[config.mk]
export PLATFORM = sky130hd
export DESIGN_NAME = dlpo_front
export DESIGN_NICKNAME = d
export VERILOG_FILES = /design/src/hdl/dlpo_pkg.sv /design/src/hdl/dlpo_front.sv
export SDC_FILE = /design/constraint.sdc
export NUM_CORES = 1
export LEC_CHECK = 0
export BUFFER_PORTS_ARGS = -buffer_cell sky130_fd_sc_hd__clkbuf_2
export CAP_MARGIN = 40
export CORE_MARGIN = 4
export CORE_UTILIZATION = 53
export CTS_CLUSTER_SIZE = 25
export DETAILED_ROUTE_END_ITERATION = 10
export GPL_TIMING_DRIVEN = 1
export PLACE_DENSITY = 0.87
export SETUP_SLACK_MARGIN = 0.2
export SLEW_MARGIN = 0
export SYNTH_ARGS = -nofsm -noshare
export SYNTH_HDL_FRONTEND = slang
export SYNTH_SLANG_ARGS = --single-unit
[constraint.sdc]
create_clock -name clock -period 5.2 [get_ports clock]
set_input_delay 0.52 -clock clock [delete_from_list [all_inputs] [get_ports clock]]
set_output_delay 0.52 -clock clock [all_outputs]
set_load 0.02 [all_outputs]
[src/hdl/dlpo_pkg.sv]
package dlpo_pkg;

   localparam int WidthBits  = 20;
   localparam int TimeBits   = 32;
   localparam int WindowBits = 20;
   localparam int SumBits    = 32;
   localparam int DenBits    = 24;
   localparam int RatioBits  = 23;
   localparam int ConcBits   = 31;
   localparam int QueueDepth = 2;

   localparam logic [WindowBits-1:0] WindowReset = 20'd30000;
   localparam logic [RatioBits-1:0]  RatioMax    = 23'h7FFFFF;
   localparam logic [ConcBits-1:0]   ConcMax     = 31'h7FFFFFFF;

   // cubic in units of 100 * value, Q16
   localparam logic [46:0] CoefCube  = 47'd110;
   localparam logic [46:0] CoefSq    = 47'd380;
   localparam logic [46:0] CoefLin   = 47'd52000;
   localparam logic [46:0] CoefConst = 47'd4063232;
   // x / 25600 = ((x >> 10) * ceil(2^41 / 25)) >> 41 while x >> 10 stays below 2^36
   localparam logic [36:0] Recip25   = 37'd87960930223;
   localparam logic [18:0] Recip25Lo = Recip25[18:0];
   localparam logic [17:0] Recip25Hi = Recip25[36:19];

   typedef struct packed {
      logic [SumBits-1:0] sum;
      logic [DenBits-1:0] den;
   } job_type;

endpackage

[src/hdl/dlpo_front.sv]
module dlpo_front (
   input  logic                             clock,
   input  logic                             reset,
   input  logic                             req_valid,
   output logic                             req_stall,
   input  logic [dlpo_pkg::WidthBits-1:0]   req_low_time_us,
   input  logic [dlpo_pkg::TimeBits-1:0]    req_now_ms,
   input  logic                             csr_wr_en,
   input  logic [dlpo_pkg::WindowBits-1:0]  csr_wr_data,
   input  logic                             queue_full,
   output logic                             push,
   output dlpo_pkg::job_type                push_job
);

   logic [dlpo_pkg::WindowBits-1:0] window_ff;
   logic [dlpo_pkg::SumBits-1:0]    sum_ff;
   logic [dlpo_pkg::TimeBits-1:0]   start_ff;

   logic [dlpo_pkg::SumBits:0]      sum_add;
   logic [dlpo_pkg::SumBits-1:0]    sum_in;
   logic [dlpo_pkg::TimeBits-1:0]   elapsed;
   logic                            close;
   logic                            accept;
   logic [dlpo_pkg::WindowBits-1:0] window_eff;
   logic [dlpo_pkg::DenBits-1:0]    window_ext;

   assign req_stall = queue_full;
   assign accept    = req_valid && !req_stall;

   // saturating occupancy sum
   assign sum_add = {1'b0, sum_ff} + (dlpo_pkg::SumBits+1)'(req_low_time_us);
   assign sum_in  = sum_add[dlpo_pkg::SumBits] ? '1 : sum_add[dlpo_pkg::SumBits-1:0];

   assign elapsed = req_now_ms - start_ff;
   assign close   = elapsed > dlpo_pkg::TimeBits'(window_ff);

   // zero window counts as one in the divisor, den = 10 * window
   assign window_eff = (window_ff == '0) ? dlpo_pkg::WindowBits'(1) : window_ff;
   assign window_ext = dlpo_pkg::DenBits'(window_eff);

   assign push         = accept && close;
   assign push_job.sum = sum_in;
   assign push_job.den = (window_ext << 3) + (window_ext << 1);

   always_ff @(posedge clock) begin
      if (reset) begin
         window_ff <= dlpo_pkg::WindowReset;
         sum_ff    <= '0;
         start_ff  <= '0;
      end else begin
         if (csr_wr_en) begin
            window_ff <= csr_wr_data;
         end
         if (accept) begin
            if (close) begin
               sum_ff   <= '0;
               start_ff <= req_now_ms;
            end else begin
               sum_ff <= sum_in;
            end
         end
      end
   end

endmodule

==> run summary <==
status -> finished, final reports clean
Nets -> 1315
DP HPWL -> 15800 µm
via count -> 7886
# port buffers -> 133
hold_buf cts -> 0
final core utilization -> 63.1%
largest cells by area after synthesis -> dfxtp_1 (21%), ha_1 (14%), nand2_1 (6.7%)
# fillers -> 1234
top cell type's share of synthesized area -> 21.0%
cell row count -> 44
power density cells -> 228 nW/µm²
die area -> 17200 µm²
Data arrival, critical path -> 4.52 ns
RSZ-0062 raised after global routing -> yes
clk_skew -> 0.0111 ns
Area Growth Syn to Fin -> 15.7%
Worst Setup Path Type -> reg -> out
Yosys top cell by area -> dfxtp_1
number of global-route vias before repair -> 7221
ANT cells -> 0
CTS Buf Count -> 9
gr usage total -> 24.1%
Routed WL -> 20800 µm
first-pass GRT wire length -> 33800 µm
Clock Latency Late Sink -> 0.36 ns
Seq/Total Area, Yosys -> 21.0%
max-slew violation count -> 0
critical path capture point type -> primary output
startpoint types -> flip-flop
Initial Utilization -> 54.5%
most instantiated cells after synthesis -> nand2_1 (143), ha_1 (87), dfxtp_1 (84)
placer congestion estimate -> 0.963
Syn Inst Count -> 1041
Main synth FF type -> dfxtp_1
Die Y -> 131 µm
Clock Path Buffers -> 2
Synth Warn # -> 0
Tcrit/Tclk final -> 97.0%
number of synthesized flops with an enable pin -> 0
slew margin rel. -> 52.7%
# setup viols final -> 0
First-pass DRT Iterations -> 5
most numerous cell in the Yosys netlist -> nand2_1
CTS Sinks -> 84
Worst Path Required -> 4.68 ns
max-cap check violation count -> 0
largest net degree at the start of global routing -> 77
CTS tree -> yes
LEAKAGE -> 4.19 nW
peak supply drop -> 0.111 mV
WL/cell -> 15.6 µm
grt ovf -> 0
FF+latch count, synth -> 84
post-route ant nets -> 0
Post-Syn Nets -> 1208
CTS H-tree depth -> 3
Synth async-reset ratio -> 0%
clock-pin slew on the worst setup and hold paths -> 0.07 ns
Slew @ Worst Pin -> 0.709 ns
Die Width -> 131 µm
post-route minimum period -> 5.04 ns
layout cells sized above 1 -> 19.5%
placed cells -> 1308
CP max FO -> 5
Avg Cell Area, Syn -> 7.70 µm²
post-synth design cell area -> 8020 µm²
Yosys cell types -> 79
Hold Crit Class -> in -> reg
CTS Root Cell -> clkbuf_16
initial antenna violation count -> 0
Non-Filler Instances -> 1337
Hold Vio Cnt, Final -> 0
core area -> 14700 µm²
Via density -> 5.90
drt drc -> 0
fmax -> 0.198 GHz
DR iter-0 viols -> 573
Top Ports -> 135
## kinds of logic after synthesis
logic type / Yosys count / synth area share (%)
AOI/OAI and AO/OA: 290 / 25.5
xor gates and xnor gates: 52 / 5.68
adders and majority gates: 91 / 14.5
buffers and inverters: 148 / 7.85
DFF: 84 / 21.0
muxes: 52 / 6.57
other: 1 / 0.0468
and+or+nand+nor: 323 / 19.0
## worst max-delay path, cell delays in order (launching register included)
cell	delay, ns
dfxtp_2	0.34
inv_2	0.05
ha_4	0.18
or2_1	0.23
o211a_1	0.24
a211o_1	0.33
a21oi_2	0.20
buf_4	0.15
xnor2_2	0.10
ha_1	0.26
a21o_1	0.16
a21o_1	0.17
a221o_1	0.28
or4_4	0.53
a311oi_2	0.21
nand3_1	0.15
nor4_4	0.31
a21oi_4	0.12
buf_8	0.15
## power by group
part	switching [W]	internal (W)	total, W	leakage [nW]
logic	0.000449	0.000315	0.000764	3.36
registers	0.0000230	0.000666	0.000689	0.687
clock network	0.000286	0.000374	0.000660	0.142
## cell usage in the layout, fill, tap and decap left out, types with 4 or more instances in the layout
master	count
xnor2_1	34
o22ai_1	4
or3_1	4
mux2_2	4
clkbuf_16	9
o211ai_1	18
a31oi_1	11
o31ai_1	4
nor2b_1	11
a21boi_0	4
mux2i_1	46
a22o_1	25
nand4_1	18
inv_1	79
a21o_1	23
and3_1	14
xor2_1	17
o21ai_0	44
nand3_1	18
dfxtp_1	81
o2111ai_1	9
nor2_1	59
buf_4	23
nor4_1	8
and2_1	10
o21a_1	19
clkbuf_2	132
nand2_1	143
a21oi_2	5
nand2b_1	11
a211oi_1	9
nor3_1	11
ha_1	82
a41oi_1	7
inv_2	4
a21oi_1	59
## final timing paths
path	startpoint	endpoint	slack [ns]	cells after the start
max	start_ff[2]	push	0.16	18
min reg2reg	start_ff[10]	start_ff[10]	0.46	2
min	csr_wr_data[1]	window_ff[1]	0.40	3
max reg2reg	start_ff[2]	start_ff[21]	0.41	21
## flip-flops by register name, indices dropped and copies added (netlist names)
register   cells
start_ff      32
sum_ff        32
window_ff     20
## routing by layer
metal / up-vias / global-route usage [%] / routed length [µm]
met5: - / 0 / 0
met4: 0 / 10.7 / 683
met3: 49 / 3.58 / 1230
met2: 292 / 39.9 / 9680
met1: 3595 / 31.0 / 9230
li1: 3950 / - / -
## cell type report
class | instances | area [µm²] | area share (%)
tap | 184 | 230 | 2.48
clock inverter | 7 | 72.6 | 0.782
inverter | 84 | 315 | 3.40
timing repair buffer | 160 | 907 | 9.78
multi-input combinational | 809 | 5840 | 63.0
sequential | 84 | 1690 | 18.2
clock buffer | 9 | 225 | 2.43
## metrics by stage
step / worst slack [ns] / TNS [ns] / hold WS, ns / total power, W / area [µm²]
after floorplan: 0.224 / 0 / 0.435 / 0.00123 / 8030
after global placement: 0.151 / 0 / 0.443 / 0.00140 / 8720
after detailed placement: 0.0161 / 0 / 0.450 / 0.00142 / 8740
after CTS: 0.0553 / 0 / 0.386 / 0.00210 / 9180
after global routing: -0.0420 / -0.0420 / 0.417 / 0.00223 / 9280
final: 0.158 / 0 / 0.398 / 0.00211 / 9280
## what timing repair did
item | CTS | global route
setup buffers | 8 | 4
pin swaps | 21 | 18
endpoints found under the setup margin | 1 | 65
gates resized for setup | 25 | 13
No activity file was read; power rests on OpenSTA's default activity.
