`src/hdl/dlpo_pkg.sv`:
```
package dlpo_pkg;

   localparam int WidthBits  = 20;
   localparam int TimeBits   = 32;
   localparam int WindowBits = 20;
   localparam int SumBits    = 32;
   localparam int DenBits    = 24;
   localparam int RatioBits  = 23;
   localparam int ConcBits   = 31;
   localparam int QueueDepth = 2;

   localparam logic [WindowBits-1:0] WindowReset = 20'd30000;
   localparam logic [RatioBits-1:0]  RatioMax    = 23'h7FFFFF;
   localparam logic [ConcBits-1:0]   ConcMax     = 31'h7FFFFFFF;

   // cubic in units of 100 * value, Q16
   localparam logic [46:0] CoefCube  = 47'd110;
   localparam logic [46:0] CoefSq    = 47'd380;
   localparam logic [46:0] CoefLin   = 47'd52000;
   localparam logic [46:0] CoefConst = 47'd4063232;
   // x / 25600 = ((x >> 10) * ceil(2^41 / 25)) >> 41 while x >> 10 stays below 2^36
   localparam logic [36:0] Recip25   = 37'd87960930223;
   localparam logic [18:0] Recip25Lo = Recip25[18:0];
   localparam logic [17:0] Recip25Hi = Recip25[36:19];

   typedef struct packed {
      logic [SumBits-1:0] sum;
      logic [DenBits-1:0] den;
   } job_type;

endpackage

```
`src/hdl/dlpo_queue.sv`:
```
module dlpo_queue #(
   parameter int Depth = dlpo_pkg::QueueDepth
) (
   input  logic              clock,
   input  logic              reset,
   input  logic              push,
   input  dlpo_pkg::job_type push_job,
   output logic              full,
   input  logic              pop,
   output logic              not_empty,
   output dlpo_pkg::job_type pop_job
);

   localparam int PtrBits   = $clog2(Depth);
   localparam int CountBits = $clog2(Depth + 1);

   dlpo_pkg::job_type    entry_ff [Depth];
   logic [PtrBits-1:0]   wr_ptr_ff;
   logic [PtrBits-1:0]   rd_ptr_ff;
   logic [CountBits-1:0] count_ff;

   assign full      = count_ff == CountBits'(Depth);
   assign not_empty = count_ff != '0;
   assign pop_job   = entry_ff[rd_ptr_ff];

   always_ff @(posedge clock) begin
      if (push) begin
         entry_ff[wr_ptr_ff] <= push_job;
      end
   end

   always_ff @(posedge clock) begin
      if (reset) begin
         wr_ptr_ff <= '0;
         rd_ptr_ff <= '0;
         count_ff  <= '0;
      end else begin
         if (push) begin
            wr_ptr_ff <= (wr_ptr_ff == PtrBits'(Depth - 1)) ? '0 : wr_ptr_ff + 1'b1;
         end
         if (pop) begin
            rd_ptr_ff <= (rd_ptr_ff == PtrBits'(Depth - 1)) ? '0 : rd_ptr_ff + 1'b1;
         end
         if (push && !pop) begin
            count_ff <= count_ff + 1'b1;
         end else if (pop && !push) begin
            count_ff <= count_ff - 1'b1;
         end
      end
   end

endmodule

```
`config.mk`:
```
export PLATFORM = sky130hd
export DESIGN_NAME = dlpo_queue
export DESIGN_NICKNAME = d
export VERILOG_FILES = /design/src/hdl/dlpo_pkg.sv /design/src/hdl/dlpo_queue.sv
export SDC_FILE = /design/constraint.sdc
export NUM_CORES = 1
export LEC_CHECK = 0
export ABC_AREA = 0
export BUFFER_PORTS_ARGS = -buffer_cell sky130_fd_sc_hd__buf_2
export CORE_AREA = 5 5 103 105
export CTS_CLUSTER_DIAMETER = 120
export DETAILED_ROUTE_END_ITERATION = 10
export DIE_AREA = 0 0 108 110
export PLACE_DENSITY_LB_ADDON = 0.05
export SLEW_MARGIN = 25
export SYNTH_ARGS = -nofsm -noshare
export SYNTH_HDL_FRONTEND = slang
export SYNTH_SLANG_ARGS = --single-unit
```
`constraint.sdc`:
```
create_clock -name clock -period 3.4 [get_ports clock]
set_input_delay 0.34 -clock clock [delete_from_list [all_inputs] [get_ports clock]]
set_output_delay 0.34 -clock clock [all_outputs]
set_load 0.005 [all_outputs]
```
==> impl_summary.log <==
INFO  metric crit_slowest_cell = sky130_fd_sc_hd__dfxtp_2
INFO  metric worst_r2r_path_depth = 2
INFO  metric synth.yosys.warnings = 0
INFO  metric synth_ff_type = sky130_fd_sc_hd__edfxtp_1
INFO  metric grt_pass1_vias = approximately 2500
INFO  metric vdd.ir_drop.worst = between 0.3 and 0.4 mV
INFO  metric pin_count = 118
INFO  metric floorplan.die.height = 110 um
INFO  metric status = finished clean
INFO  metric clockBufferDepth = 2
INFO  metric setup.reg_to_reg.worst_slack = ~1800 ps
INFO  metric areaGrowthSynthToFinish = 34.7%
INFO  metric synth_largest_area_cell = sky130_fd_sc_hd__edfxtp_1
INFO  metric post-dp-hpwl = 5260 um
INFO  metric critPathTopFamily = flip-flops
INFO  metric synth_cells = 196
INFO  metric grt_setup_unrepaired = false
INFO  metric routed.top_layer = met4
INFO  metric cts.sink_count = around 120
INFO  metric worstPathArrival = about 2000 ps
INFO  metric fp.dieW = ~110 um
INFO  metric final_cell_mix = 117 x sky130_fd_sc_hd__buf_2, 112 x sky130_fd_sc_hd__edfxtp_1, 56 x sky130_fd_sc_hd__mux2_2, 16 x sky130_fd_sc_hd__clkbuf_16, 7 x sky130_fd_sc_hd__bufinv_16
INFO  metric drt_iter0_markers = between 40 and 50
INFO  metric hold_viol = 0
INFO  metric post_cts_buffers = 0
INFO  metric fin_ws = 1030 ps
INFO  metric worst-path-max-fanout = 31
INFO  metric cp_data_required_time = 3060 ps
INFO  metric fin_nets = slightly below 400
INFO  metric hold_sp = push_job[33]
INFO  metric fin_worst_skew = roughly 6.5 ps
INFO  metric worst_r2r_startpoint = wr_ptr_ff
INFO  metric htree_depth = 4
INFO  metric finalSetupTns = 0 ps
INFO  metric wl_cell = 16.3 um
INFO  metric weighted_congestion_reported_at_the_end_of_routability_driven_placement = 0.687
INFO  metric numCtsBuffers = 17
INFO  metric initial_core_util = between 40% and 50%
INFO  metric cells_along_the_critical_path = buf_12 -> mux2_2 -> buf_2
INFO  metric route.antenna.remaining_nets = 0
INFO  metric hold-worst-slack = 34.8 ps
INFO  metric synth_edf_count = 112
INFO  metric drive_above_1_share = between 60% and 70%
INFO  metric post_synth_net_total = around 260
INFO  metric wl_met2 = 4030 um
INFO  metric fp-row-count = 36
INFO  metric first_pass_grt_wire_length = between 10000 and 15000 um
INFO  metric worst-setup-path-type = flip-flop to primary output
INFO  metric max_cap_viols = 0
INFO  metric drt_pre_antenna_iters = 4
INFO  metric die_area = around 0.012 mm2
INFO  metric grt_overflow_total = 0
INFO  metric netlist_cell_types = 18
INFO  metric critPathLaunchType = flip-flop
INFO  metric power_density_relative_to_cell_area = 701 mW/mm2
INFO  metric ys_seq_area_share = 81.3%
INFO  metric vias_per_cell = about 4.7
INFO  metric drcViolationCount = 0
INFO  metric tightest_pin_transition = 733 ps
INFO  metric max_clock_freq = 421 MHz
INFO  metric n_fill_cell = 769
INFO  metric worstHoldPathType = input pin to flip-flop
INFO  metric critical_path.n_buffers_inverters = 2
INFO  metric setup.worst_path.end_class = primary output
INFO  metric fin_crit_share = 69.8%
INFO  metric pin_count_of_the_biggest_net_entering_global_routing = 35
INFO  metric synth_top_area_share = 78.9%
INFO  metric synth.area.top_cells = sky130_fd_sc_hd__edfxtp_1 79%, sky130_fd_sc_hd__mux2_2 15%, sky130_fd_sc_hd__dfxtp_1 2.3%, sky130_fd_sc_hd__buf_6 1.1%, sky130_fd_sc_hd__xnor2_1 0.41%
INFO  metric antennaDiodeCount = 0
INFO  metric hold_path_end = entry_ff[1][33]
INFO  metric vias = 2228
INFO  metric buffer_ports.inserted = 117
INFO  metric core = 0.00955 mm2
INFO  metric rr_endpoint = entry_ff[1][28]
INFO  metric clock_root_cell = sky130_fd_sc_hd__clkbuf_8
INFO  metric max_stage_delay = around 750 ps
INFO  metric drt_wl_total = 7800 um
INFO  metric post_synth.cell_area_avg = 21.7 um2
INFO  metric layout.core_utilization = between 60% and 70%
INFO  metric source_to_sink_clock_delay_at_the_later_pin_of_the_worst_skew_pair = 490 ps
INFO  metric grtUsageTotal = 14.0%
INFO  metric met3_routed_wirelength = approximately 420 um
INFO  metric final-setup-viol-count = 0
INFO  metric mostFrequentLayoutCell = sky130_fd_sc_hd__buf_2
INFO  metric cts_tree = yes
INFO  metric grt_antenna_before_repair = 0
INFO  metric report.final.slew_viol_count = 0
INFO  metric clock_slew_at_reported_path_ffs = 50 ps
INFO  metric met1_wl = 3280 um
INFO  metric maxSlewHeadroom = 51.0%
INFO  metric period_needed = 2370 ps
INFO  metric worstHoldPathCells = 1
INFO  metric postSynth.asyncResetShare = 0%
INFO  metric synth_seq_cells = about 120
INFO  metric pre_cts_slack = 1470 ps
INFO  metric mapped_cell_area = 0.00426 mm2
INFO  metric power.static_leakage = 0.00220 uW
==> state kept, by name, summed over array words and instances (netlist names), named ones only <==
name / count
wr_ptr_ff: 1
entry_ff: 112
rd_ptr_ff: 1
count_ff: 2
==> worst max-delay path by stage <==
stage | cells after the start | slack, ps | end
2_1_floorplan | 1 | 100 | entry_ff[0][0]
3_3_place_gp | 3 | 1470 | pop_job[36]
3_5_place_dp | 3 | 1470 | pop_job[36]
4_1_cts | 3 | 930 | pop_job[36]
5_1_grt | 3 | 900 | pop_job[36]
6_report | 3 | 1030 | pop_job[36]
==> repair_timing <==
action                                 4_1_cts  5_1_grt
endpoints found under the hold margin        8        0
hold buffers                                 4        0
gates resized for setup                      0        0
==> per-stage QoR <==
stage	total power (uW)	instances	instance area [um2]
after floorplan	1910	196	4260
after global placement	2060	443	5030
after detailed placement	2070	443	5030
after CTS	4080	479	5740
after global routing	4180	479	5740
final	4020	479	5740
==> power by group <==
part | internal (uW) | switching [uW] | total (uW) | leakage, uW
combinational | 171 | 143 | 314 | 0.000775
sequential | 1680 | 33.8 | 1720 | 0.00109
clock | 1410 | 583 | 2000 | 0.000328
==> cell families after synthesis <==
| kind of cell | count (synthesis) | share of synthesized area (%) |
|---|---|---|
| simple gates | 9 | 1.15 |
| xor+xnor | 4 | 0.822 |
| mux | 56 | 14.8 |
| buf+inv | 7 | 1.44 |
| compound gates | 2 | 0.235 |
| flops | 117 | 81.3 |
| fa+ha+maj | 1 | 0.294 |
==> cell type report <==
cell class,count,area [um2],area share [%]
inverter,1,3.75,0.0654
clock buffer,19,422,7.34
multi-input combinational,72,746,13.0
clock inverter,13,254,4.42
timing repair buffer,124,686,11.9
tap,133,166,2.90
sequential,117,3460,60.3
==> cells in the mapped netlist, types with 2 or more instances <==
cell type / instances
sky130_fd_sc_hd__mux2_2: 56
sky130_fd_sc_hd__edfxtp_1: 112
sky130_fd_sc_hd__xnor2_1: 2
sky130_fd_sc_hd__buf_6: 4
sky130_fd_sc_hd__nor2_1: 4
sky130_fd_sc_hd__dfxtp_1: 5
sky130_fd_sc_hd__xor2_1: 2
==> per-layer routing <==
layer,track usage (%),vias up
met2,23.8,73
li1,-,1054
met4,6.76,0
met3,4.19,7
met5,0,-
met1,16.2,1094
Power figures use the tool's default switching activity.
